**src/hdl/bldc_pkg.sv**
```systemverilog
`default_nettype none

package bldc_pkg;

  localparam int unsigned ANGLE_W     = 16;
  localparam int unsigned ADC_W       = 12;
  localparam int unsigned DUTY_W      = 11;
  localparam int unsigned SECTOR_W    = 3;
  localparam int unsigned KP_W        = 16;
  localparam int unsigned PERIOD_W    = 8;
  localparam int unsigned CFG_DATA_W  = 16;

  localparam int unsigned IN_TDATA_W  = 48;
  localparam int unsigned OUT_TDATA_W = 40;

  // current average length, a power of two
  localparam int unsigned CUR_AVG_LOG2 = 4;
  localparam int unsigned CUR_AVG_LEN  = 1 << CUR_AVG_LOG2;
  localparam int unsigned CUR_SUM_W    = ADC_W + CUR_AVG_LOG2;

  // electrical period in angle units and its reciprocal for the quotient estimate
  localparam int unsigned ELEC_PERIOD  = 5143;
  localparam int unsigned RECIP_SHIFT  = 24;
  localparam int unsigned RECIP_MULT   = (1 << RECIP_SHIFT) / ELEC_PERIOD;
  localparam int unsigned QUOT_W       = 4;
  localparam int unsigned POS_W        = 14;

  localparam logic [DUTY_W-1:0] DUTY_FULL = 11'd1024;

  localparam logic [0:0] REG_KP_GAIN     = 1'b0;
  localparam logic [0:0] REG_SLOW_PERIOD = 1'b1;

  localparam logic [KP_W-1:0]     KP_RESET     = 16'd57042;
  localparam logic [PERIOD_W-1:0] PERIOD_RESET = 8'd32;

  typedef struct packed {
    logic [2:0][DUTY_W-1:0] duty;
    logic [2:0]             en;
  } phase_drive_t;

  // pwm phase gets the duty, ground phase is enabled at duty 0, the third floats
  function automatic phase_drive_t drive_for_sector(input logic [SECTOR_W-1:0] sec,
                                                    input logic [DUTY_W-1:0]   duty);
    phase_drive_t pd;
    pd = '0;
    case (sec)
      3'd0: begin pd.duty[0] = duty; pd.en = 3'b101; end
      3'd1: begin pd.duty[1] = duty; pd.en = 3'b110; end
      3'd2: begin pd.duty[1] = duty; pd.en = 3'b011; end
      3'd3: begin pd.duty[2] = duty; pd.en = 3'b101; end
      3'd4: begin pd.duty[2] = duty; pd.en = 3'b110; end
      3'd5: begin pd.duty[0] = duty; pd.en = 3'b011; end
      default: pd = '0;
    endcase
    return pd;
  endfunction

endpackage

`default_nettype wire

```
**src/hdl/bldc_six_step_commutation.sv**
```systemverilog
`default_nettype none

// channel | direction | tdata fields (lsb first)
// in      | slave     | rotor_angle[15:0] button_pressed[16] pot_sample[28:17]
//         |           | current_sample[40:29]
// out     | master    | duty_a[10:0] duty_b[21:11] duty_c[32:22] enable_a..c[35:33]
//         |           | driver_enable[36] sector[39:37]
// cfg     | write     | index 0 kp_gain, index 1 slow_period
//
// one transaction per clock sustained while out_tready is high; input goes through
// an input register (holding the angle quotient estimate) and the result register.
// all state updates happen in the single pass between those two registers.
// a held result does not block intake while the input register is empty.
// rst_n is synchronous and active low; config takes effect on the next transaction.

module bldc_six_step_commutation
  import bldc_pkg::*;
(
  input  wire logic                   clk,
  input  wire logic                   rst_n,

  input  wire logic                   in_tvalid,
  output logic                        in_tready,
  // rotor_angle, button_pressed, pot_sample, current_sample
  input  wire logic [IN_TDATA_W-1:0]  in_tdata,

  output logic                        out_tvalid,
  input  wire logic                   out_tready,
  // duty_a, duty_b, duty_c, enable_a, enable_b, enable_c, driver_enable, sector
  output logic [OUT_TDATA_W-1:0]      out_tdata,

  input  wire logic                   cfg_wr_en,
  input  wire logic [0:0]             cfg_index,
  input  wire logic [CFG_DATA_W-1:0]  cfg_wdata
);

  // config
  logic [KP_W-1:0]     kp_gain_r;
  logic [PERIOD_W-1:0] slow_period_r;

  always_ff @(posedge clk) begin
    if (!rst_n) begin
      kp_gain_r     <= KP_RESET;
      slow_period_r <= PERIOD_RESET;
    end else if (cfg_wr_en) begin
      case (cfg_index)
        REG_KP_GAIN:     kp_gain_r     <= cfg_wdata;
        REG_SLOW_PERIOD: slow_period_r <= cfg_wdata[PERIOD_W-1:0];
        default: ;
      endcase
    end
  end

  // input register
  logic                  s1_valid_r;
  logic [ANGLE_W-1:0]    s1_angle_r;
  logic                  s1_button_r;
  logic [ADC_W-1:0]      s1_pot_r;
  logic [ADC_W-1:0]      s1_cur_r;
  logic [QUOT_W-1:0]     s1_quot_r;

  logic                  advance;
  logic                  in_accept;
  logic [ANGLE_W+RECIP_SHIFT-1:0] quot_prod;

  assign advance   = s1_valid_r && (!out_tvalid || out_tready);
  assign in_tready = !s1_valid_r || advance;
  assign in_accept = in_tvalid && in_tready;
  assign quot_prod = (ANGLE_W+RECIP_SHIFT)'(in_tdata[ANGLE_W-1:0])
                   * (ANGLE_W+RECIP_SHIFT)'(RECIP_MULT);

  always_ff @(posedge clk) begin
    if (!rst_n) begin
      s1_valid_r <= 1'b0;
    end else if (in_accept) begin
      s1_valid_r <= 1'b1;
    end else if (advance) begin
      s1_valid_r <= 1'b0;
    end
  end

  always_ff @(posedge clk) begin
    if (in_accept) begin
      s1_angle_r  <= in_tdata[15:0];
      s1_button_r <= in_tdata[16];
      s1_pot_r    <= in_tdata[28:17];
      s1_cur_r    <= in_tdata[40:29];
      s1_quot_r   <= quot_prod[RECIP_SHIFT +: QUOT_W];
    end
  end

  // state
  logic [PERIOD_W-1:0]     tick_r,        tick_nxt;
  logic [ADC_W:0]          pot_sum_r,     pot_sum_nxt;
  logic                    pot_phase_r,   pot_phase_nxt;
  logic [ADC_W-1:0]        pot_value_r,   pot_value_nxt;
  logic [CUR_SUM_W-1:0]    cur_sum_r,     cur_sum_nxt;
  logic [CUR_AVG_LOG2-1:0] cur_cnt_r,     cur_cnt_nxt;
  logic [ADC_W-1:0]        cur_avg_r,     cur_avg_nxt;
  logic [DUTY_W-1:0]       duty_r,        duty_nxt;
  logic                    running_r,     running_nxt;
  logic                    btn_latch_r,   btn_latch_nxt;
  logic [SECTOR_W-1:0]     sector_r,      sector_nxt;
  phase_drive_t            drive_r,       drive_nxt;

  // single pass logic
  logic                    slow;
  logic signed [ADC_W:0]   err;
  logic signed [29:0]      prod;
  logic [13:0]             prod_hi;
  logic [ADC_W:0]          pot_acc;
  logic [CUR_SUM_W-1:0]    cur_acc;
  logic [ANGLE_W-1:0]      rem_raw;
  logic [POS_W-1:0]        pos;

  assign slow    = tick_r >= slow_period_r;
  assign err     = $signed({3'b000, pot_value_r[ADC_W-1:2]}) - $signed({1'b0, cur_avg_r});
  assign prod    = 30'(err) * $signed({14'd0, kp_gain_r});
  assign prod_hi = prod[29:16];
  assign pot_acc = pot_sum_r + (ADC_W+1)'(s1_pot_r);
  assign cur_acc = cur_sum_r + CUR_SUM_W'(s1_cur_r);
  assign rem_raw = s1_angle_r - ANGLE_W'(s1_quot_r) * ANGLE_W'(ELEC_PERIOD);
  assign pos     = (rem_raw >= ANGLE_W'(ELEC_PERIOD))
                 ? POS_W'(rem_raw - ANGLE_W'(ELEC_PERIOD)) : POS_W'(rem_raw);

  always_comb begin
    tick_nxt      = tick_r + 8'd1;
    duty_nxt      = duty_r;
    btn_latch_nxt = btn_latch_r;
    running_nxt   = running_r;
    pot_sum_nxt   = pot_sum_r;
    pot_phase_nxt = pot_phase_r;
    pot_value_nxt = pot_value_r;
    sector_nxt    = sector_r;
    drive_nxt     = drive_r;

    if (slow) begin
      tick_nxt = '0;
      if (running_r) begin
        if (prod[29]) begin
          duty_nxt = '0;
        end else if (prod_hi > 14'(DUTY_FULL)) begin
          duty_nxt = DUTY_FULL;
        end else begin
          duty_nxt = prod_hi[DUTY_W-1:0];
        end
      end
      if (s1_button_r) begin
        btn_latch_nxt = 1'b1;
      end else if (btn_latch_r) begin
        btn_latch_nxt = 1'b0;
        running_nxt   = !running_r;
      end
      if (pot_phase_r) begin
        pot_value_nxt = pot_acc[ADC_W:1];
        pot_sum_nxt   = '0;
        pot_phase_nxt = 1'b0;
      end else begin
        pot_sum_nxt   = pot_acc;
        pot_phase_nxt = 1'b1;
      end
    end

    if (running_nxt) begin
      if (pos <= 14'd600 || pos > 14'd5050) begin
        sector_nxt = 3'd3;
      end else if (pos <= 14'd1647) begin
        sector_nxt = 3'd4;
      end else if (pos <= 14'd2498) begin
        sector_nxt = 3'd5;
      end else if (pos <= 14'd3300) begin
        sector_nxt = 3'd0;
      end else if (pos <= 14'd4100) begin
        sector_nxt = 3'd1;
      end else if (pos < 14'd5050) begin
        sector_nxt = 3'd2;
      end
      drive_nxt = drive_for_sector(sector_nxt, duty_nxt);
    end

    if (cur_cnt_r == CUR_AVG_LOG2'(CUR_AVG_LEN - 1)) begin
      cur_cnt_nxt = '0;
      cur_avg_nxt = cur_acc[CUR_SUM_W-1 -: ADC_W];
      cur_sum_nxt = '0;
    end else begin
      cur_cnt_nxt = cur_cnt_r + CUR_AVG_LOG2'(1);
      cur_avg_nxt = cur_avg_r;
      cur_sum_nxt = cur_acc;
    end
  end

  always_ff @(posedge clk) begin
    if (!rst_n) begin
      tick_r      <= '0;
      pot_sum_r   <= '0;
      pot_phase_r <= 1'b0;
      pot_value_r <= '0;
      cur_sum_r   <= '0;
      cur_cnt_r   <= '0;
      cur_avg_r   <= '0;
      duty_r      <= '0;
      running_r   <= 1'b1;
      btn_latch_r <= 1'b0;
      sector_r    <= '0;
      drive_r     <= '0;
    end else if (advance) begin
      tick_r      <= tick_nxt;
      pot_sum_r   <= pot_sum_nxt;
      pot_phase_r <= pot_phase_nxt;
      pot_value_r <= pot_value_nxt;
      cur_sum_r   <= cur_sum_nxt;
      cur_cnt_r   <= cur_cnt_nxt;
      cur_avg_r   <= cur_avg_nxt;
      duty_r      <= duty_nxt;
      running_r   <= running_nxt;
      btn_latch_r <= btn_latch_nxt;
      sector_r    <= sector_nxt;
      drive_r     <= drive_nxt;
    end
  end

  // result register
  always_ff @(posedge clk) begin
    if (!rst_n) begin
      out_tvalid <= 1'b0;
    end else if (advance) begin
      out_tvalid <= 1'b1;
    end else if (out_tready) begin
      out_tvalid <= 1'b0;
    end
  end

  always_ff @(posedge clk) begin
    if (advance) begin
      out_tdata <= {sector_nxt, running_nxt, drive_nxt.en,
                    drive_nxt.duty[2], drive_nxt.duty[1], drive_nxt.duty[0]};
    end
  end

endmodule

`default_nettype wire

```
**config.mk**
```make
export PLATFORM = sky130hd
export DESIGN_NAME = bldc_six_step_commutation
export DESIGN_NICKNAME = d
export VERILOG_FILES = /design/src/hdl/bldc_pkg.sv /design/src/hdl/bldc_six_step_commutation.sv
export SDC_FILE = /design/constraint.sdc
export NUM_CORES = 1
export LEC_CHECK = 0
export BUFFER_PORTS_ARGS = -buffer_cell sky130_fd_sc_hd__buf_2
export CORE_ASPECT_RATIO = 2
export CORE_MARGIN = 10
export CORE_UTILIZATION = 30
export CTS_CLUSTER_SIZE = 24
export DETAILED_ROUTE_END_ITERATION = 8
export PLACE_DENSITY = 0.57
export SLEW_MARGIN = 15
export SYNTH_ARGS = -nofsm -noshare
export SYNTH_HDL_FRONTEND = slang
export SYNTH_SLANG_ARGS = --single-unit
```
**constraint.sdc**
```tcl
create_clock -name clk -period 9.4 [get_ports clk]
set_input_delay 0.94 -clock clk [delete_from_list [all_inputs] [get_ports clk]]
set_output_delay 0.94 -clock clk [all_outputs]
set_load 0.1 [all_outputs]
```
== Yosys cells after proc, flatten, opt, wreduce, memory -nomap -nowiden ==
Index checks and enable logic that the tools add are counted.

* Logic and storage cells: 105
* Register bits: 229
* Input bits: 70
* Output and inout port bits: 42

* Bitwise operators: 1
* Multiplexer cells: 31
* Magnitude comparators: 10
* Equal/unequal tests: 6
* $mul: 3
* $add $sub $neg: 7
* Reduce and logical (&&, ||, !) cells: 22

{| class="wikitable"
|+ Operators by type and width
! kind !! number
|-
| 11-bit 2-to-1 mux || 7
|-
| 36-bit 2-to-1 mux || 1
|-
| 13-bit by 17-bit multiplier with 30-bit output || 1
|-
| 14-bit by 12-bit <= comparator with 1-bit output (second input constant) || 2
|-
| 16-bit by 11-bit multiplier with 27-bit output (second input constant) || 1
|-
| 3-bit 2-to-1 mux || 8
|-
| 16-bit by 12-bit adder with 16-bit output || 1
|-
| 16-bit by 13-bit >= comparator with 1-bit output (second input constant) || 1
|-
| 4-bit by 13-bit multiplier with 16-bit output (second input constant) || 1
|-
| 16-bit 2-to-1 mux || 1
|-
| 16-bit subtractor || 1
|-
| 14-bit by 11-bit > comparator with 1-bit output (second input constant) || 1
|-
| 14-bit by 13-bit > comparator with 1-bit output (second input constant) || 1
|-
| 14-bit by 10-bit <= comparator with 1-bit output (second input constant) || 1
|-
| 14-bit by 11-bit <= comparator with 1-bit output (second input constant) || 1
|-
| 14-bit by 13-bit <= comparator with 1-bit output (second input constant) || 1
|-
| 14-bit by 13-bit less-than comparator with 1-bit output (second input constant) || 1
|-
| 14-bit 2-to-1 mux || 1
|-
| 14-bit by 13-bit subtractor with 14-bit output (second input constant) || 1
|-
| 13-bit by 12-bit adder with 13-bit output || 1
|-
| 13-bit 2-to-1 mux || 1
|-
| 10-bit by 12-bit subtractor with 13-bit output || 1
|-
| 2-bit OR reduction || 6
|-
| 1-bit 2-to-1 mux || 9
|-
| 18 further kinds || 29
|}

== Depth between registers and ports, before layout ==
* Depth in word-level cells: 16
* Depth in mapped cells: 43
* Mapped depth without buffers: 41

== Worst setup path before layout ==
OpenSTA, ideal clock, no wires.

* Path type: register to register
* Start point: register cur_avg_r[1]
* End point: register out_tdata[6], data pin
* Slack: -177 ps
* Library setup time: 152 ps
* Buffers on the path: 3
* Clock period less this slack: 9,577 ps
* Arrival: 9,424 ps
* Required time: 9,248 ps
* Cell stages (with the launch flop): 44
* Cells stage by stage: dfxtp_1 -> inv_1 -> ha_1 -> nor2b_1 -> o21ai_0 -> a21boi_0 -> o21ai_0 -> nand2b_1 -> and2_1 -> o21ai_0 -> nand2b_1 -> a21o_1 -> a21o_1 -> a21oi_1 -> nor2_1 -> xnor2_1 -> clkbuf_1 -> nand2_1 -> (+8 left out) -> inv_1 -> ha_1 -> o21a_1 -> o21a_1 -> o211ai_1 -> o21ai_0 -> o21bai_1 -> a311o_1 -> a221o_1 -> a41o_1 -> a21oi_1 -> nor3_1 -> or3_1 -> clkbuf_1 -> clkbuf_1 -> o31ai_1 -> nand2_1 -> o21ai_0

{| class="wikitable"
|+ RTL lines
! what !! RTL line !! source
|-
| from (decl) || bldc_six_step_commutation.sv:99 || <nowiki>logic [ADC_W-1:0] cur_avg_r, cur_avg_nxt;</nowiki>
|-
| from (signal assigned) || bldc_six_step_commutation.sv:213 || <nowiki>cur_avg_r <= cur_avg_nxt;</nowiki>
|-
| to (signal assigned) || bldc_six_step_commutation.sv:235 || <nowiki>out_tdata <= {sector_nxt, running_nxt, drive_nxt.en,</nowiki>
|-
| to (decl) || bldc_six_step_commutation.sv:30 || <nowiki>output logic [OUT_TDATA_W-1:0] out_tdata,</nowiki>
|}

==> results.md <==
* Initial antenna violation count at 4
* DRC violations left at 0
* Starting DRC count in detailed routing at roughly 640
* Most common cell in the netlist: inv_1
* Reg clk slew, reported paths at 60 ps
* Synth top area share at 0.2182
* Final setup viols at 0
* Ant diodes at 0
* Top cells by area, synth: fa_1 (22%), ha_1 (15%), dfxtp_1 (13%)
* Die width at 212.8 µm
* Final Cycle Share at 0.9706
* Syn nets at 2,929
* # H-tree levels at 1
* Max Clock Freq at ~110 MHz
* Mapped cell area at about 0.022 mm²
* Largest net degree at the start of global routing at 57
* Post-Syn Instances at 2,357
* Antenna viol nets, final at 0
* Hold_buf cts at 0
* Max-cap viol count at 0
* Status: finished, final reports clean
* Mapped Avg Cell Area at roughly 9.5 µm²
* Yosys warnings at 0
* Layout Utilization at 0.3421
* Seq/Total Area, Yosys at 0.2420
* Hold path depth at 2
* Total Routed Length at roughly 60 mm
* WL per Instance at between 15 and 20 µm
* Area Overhead vs Synth at 13.17%
* Pins over their slew limit at 0
* Max incr delay on CP at roughly 600 ps
* Final nets at about 3,000
* Pre-Repair DR Iteration Count at 5
* Post-DR vias/cell at between 4 and 5
* Worst Path Required at 9820 ps
* Remaining Overflow, GRT at 0
* Fillers at approximately 7,700
* IO Port Bufs at around 100
* Crit path kind: reg -> reg
* Hold WC Path Type: reg -> reg
* RSZ-0062 raised after global routing: yes
* Worst-path fanout max at 6
* Cell with the largest stage delay on the worst path: fa_1
* First-pass GRT wire length at just under 100 mm
* Post-synth EDFFs at 85
* Initial core utilization at 0.3023
* Synth Register Bits at 227
* Root buf cell: clkbuf_16
* Top-level I/O count at 112
* All-Layer GR Usage at 0.1424
* Number of CTS-inserted buffers at 25
* Worst slew pin tran at ~1100 ps
* Routability Congestion at around 0.86
* Via count of the routed design at approximately 17,000
* Die Y at roughly 410 µm
* Critical path arrival at roughly 9600 ps
* Share of post-route cells with drive strength above 1 at 0.1315
* Post-synth top cells: inv_1 (316), nand2_1 (297), ha_1 (259)
* Yosys cell types at 92
* Placed cell area at 0.02407 mm²
* Area of the die at 0.08627 mm²
* Vias in the first global route at approximately 18,000
* Reg2reg path depth at 41
* Critical path startpoint category: flip-flop
* Core area at about 0.074 mm²
* Clk_skew at ~17 ps
* Worst-skew pair later-pin latency at about 570 ps
* Dpl hpwl at between 40 and 50 mm
* Async S/R FF share, synth at 0
* Setup TNS at 0 ps
* Worst setup EP type: flip-flop
* Clk buf depth at 3
* Clk sinks at ~230
* Final instance area at approximately 0.025 mm²
* Row count at roughly 140
* Slew HR at 0.2703
* CTS tree: done
* Min Tclk post-route at about 9100 ps
* Hold violation count in the final report at 0
* Main synth FF type: dfxtp_1
* Post-synth top area cell: fa_1
## critical path: cells and delay by family, from the launching register on
kind	cells	cell delay [ps]
flops	1	320
buf+inv	7	610
compound gates	18	3160
xor+xnor	1	170
fa+ha+maj	9	3630
simple gates	6	1070
## cell families (layout without fill, tap and decap cells)
family | count (synthesis) | in the layout | share of synthesized area
xor gates and xnor gates | 82 | 82 | 0.03289
DFF | 227 | 227 | 0.2420
AOI/OAI and AO/OA | 422 | 422 | 0.1333
and+or+nand+nor | 697 | 697 | 0.1483
adders and majority gates | 502 | 502 | 0.3636
muxes | 15 | 15 | 0.007240
buffers and inverters | 412 | 541 | 0.07263
## metrics by stage
stage                     hold WS [ps]  instances  setup slack [ps]
after global routing             473.8       3415            -94.91
after detailed placement         439.0       3360            -304.9
after floorplan                  424.9       2357             15.63
final                            448.3       3415             276.6
after CTS                        450.2       3410             4.517
after global placement           433.3       3360            -187.9
## layout make-up
type | instances | area [µm²] | area share
clock buffer | 33 | 708.2 | 0.02807
multi-input combinational | 1718 | 15590 | 0.6178
sequential | 227 | 5400 | 0.2140
inverter | 317 | 1190 | 0.04716
timing repair buffer | 179 | 1096 | 0.04344
tap | 929 | 1162 | 0.04607
clock inverter | 12 | 86.33 | 0.003422
## flip-flops by register name (all words and copies together), names as in the netlist, 3 cells and up
| signal | flops |
|---|---|
| out_tdata | 40 |
| drive_r | 36 |
| cur_sum_r | 16 |
| kp_gain_r | 16 |
| s1_angle_r | 16 |
| pot_sum_r | 13 |
| cur_avg_r | 12 |
| s1_cur_r | 12 |
| s1_pot_r | 12 |
| duty_r | 11 |
| pot_value_r | 10 |
| slow_period_r | 8 |
| tick_r | 8 |
| cur_cnt_r | 4 |
| s1_quot_r | 4 |
| sector_r | 3 |
## final timing paths
kind | start | end | slack, ps
setup / recovery | pot_value_r[2]$_SDFFE_PN0P_ | out_tdata[19]$_DFFE_PP_ | 280
hold / removal | drive_r[34]$_SDFFE_PN0P_ | drive_r[34]$_SDFFE_PN0P_ | 450
setup reg to reg | pot_value_r[2]$_SDFFE_PN0P_ | out_tdata[19]$_DFFE_PP_ | 280
hold reg to reg | drive_r[34]$_SDFFE_PN0P_ | drive_r[34]$_SDFFE_PN0P_ | 450
## repair_timing
action                                 CTS  global route
cloned                                   1             0
gates resized for setup                 22            61
endpoints found under the hold margin    0             0
setup endpoints to repair               75            77
pin swaps                               18            52
setup buffers                            4             5
## per-layer routing
| layer | vias to the layer above | GRT usage | wire length, µm |
|---|---|---|---|
| li1 | 8115 | - | - |
| met1 | 8451 | 0.1369 | 20870 |
| met2 | 298 | 0.2882 | 34820 |
| met3 | 125 | 0.01760 | 2036 |
| met4 | 6 | 0.06450 | 2526 |
| met5 | - | 0 | 34 |
## layout by cell type (no fill, tap or decap), types with 34 or more instances in the layout
| master | netlist | final |
|---|---|---|
| inv_1 | 316 | 309 |
| nand2_1 | 297 | 296 |
| ha_1 | 259 | 255 |
| fa_1 | 243 | 240 |
| dfxtp_1 | 142 | 138 |
| nor2_1 | 120 | 114 |
| buf_2 | 10 | 105 |
| a21oi_1 | 104 | 95 |
| edfxtp_1 | 85 | 85 |
| buf_4 | 2 | 70 |
| and2_1 | 62 | 59 |
| nand3_1 | 52 | 52 |
| xnor2_1 | 49 | 45 |
| a22o_1 | 43 | 43 |
| o21ai_0 | 56 | 42 |
| nand2b_1 | 34 | 34 |
| o31ai_1 | 40 | 34 |
Power is not shown: default switching activity piles up to over one toggle a cycle in this logic, so the estimate is an artifact.
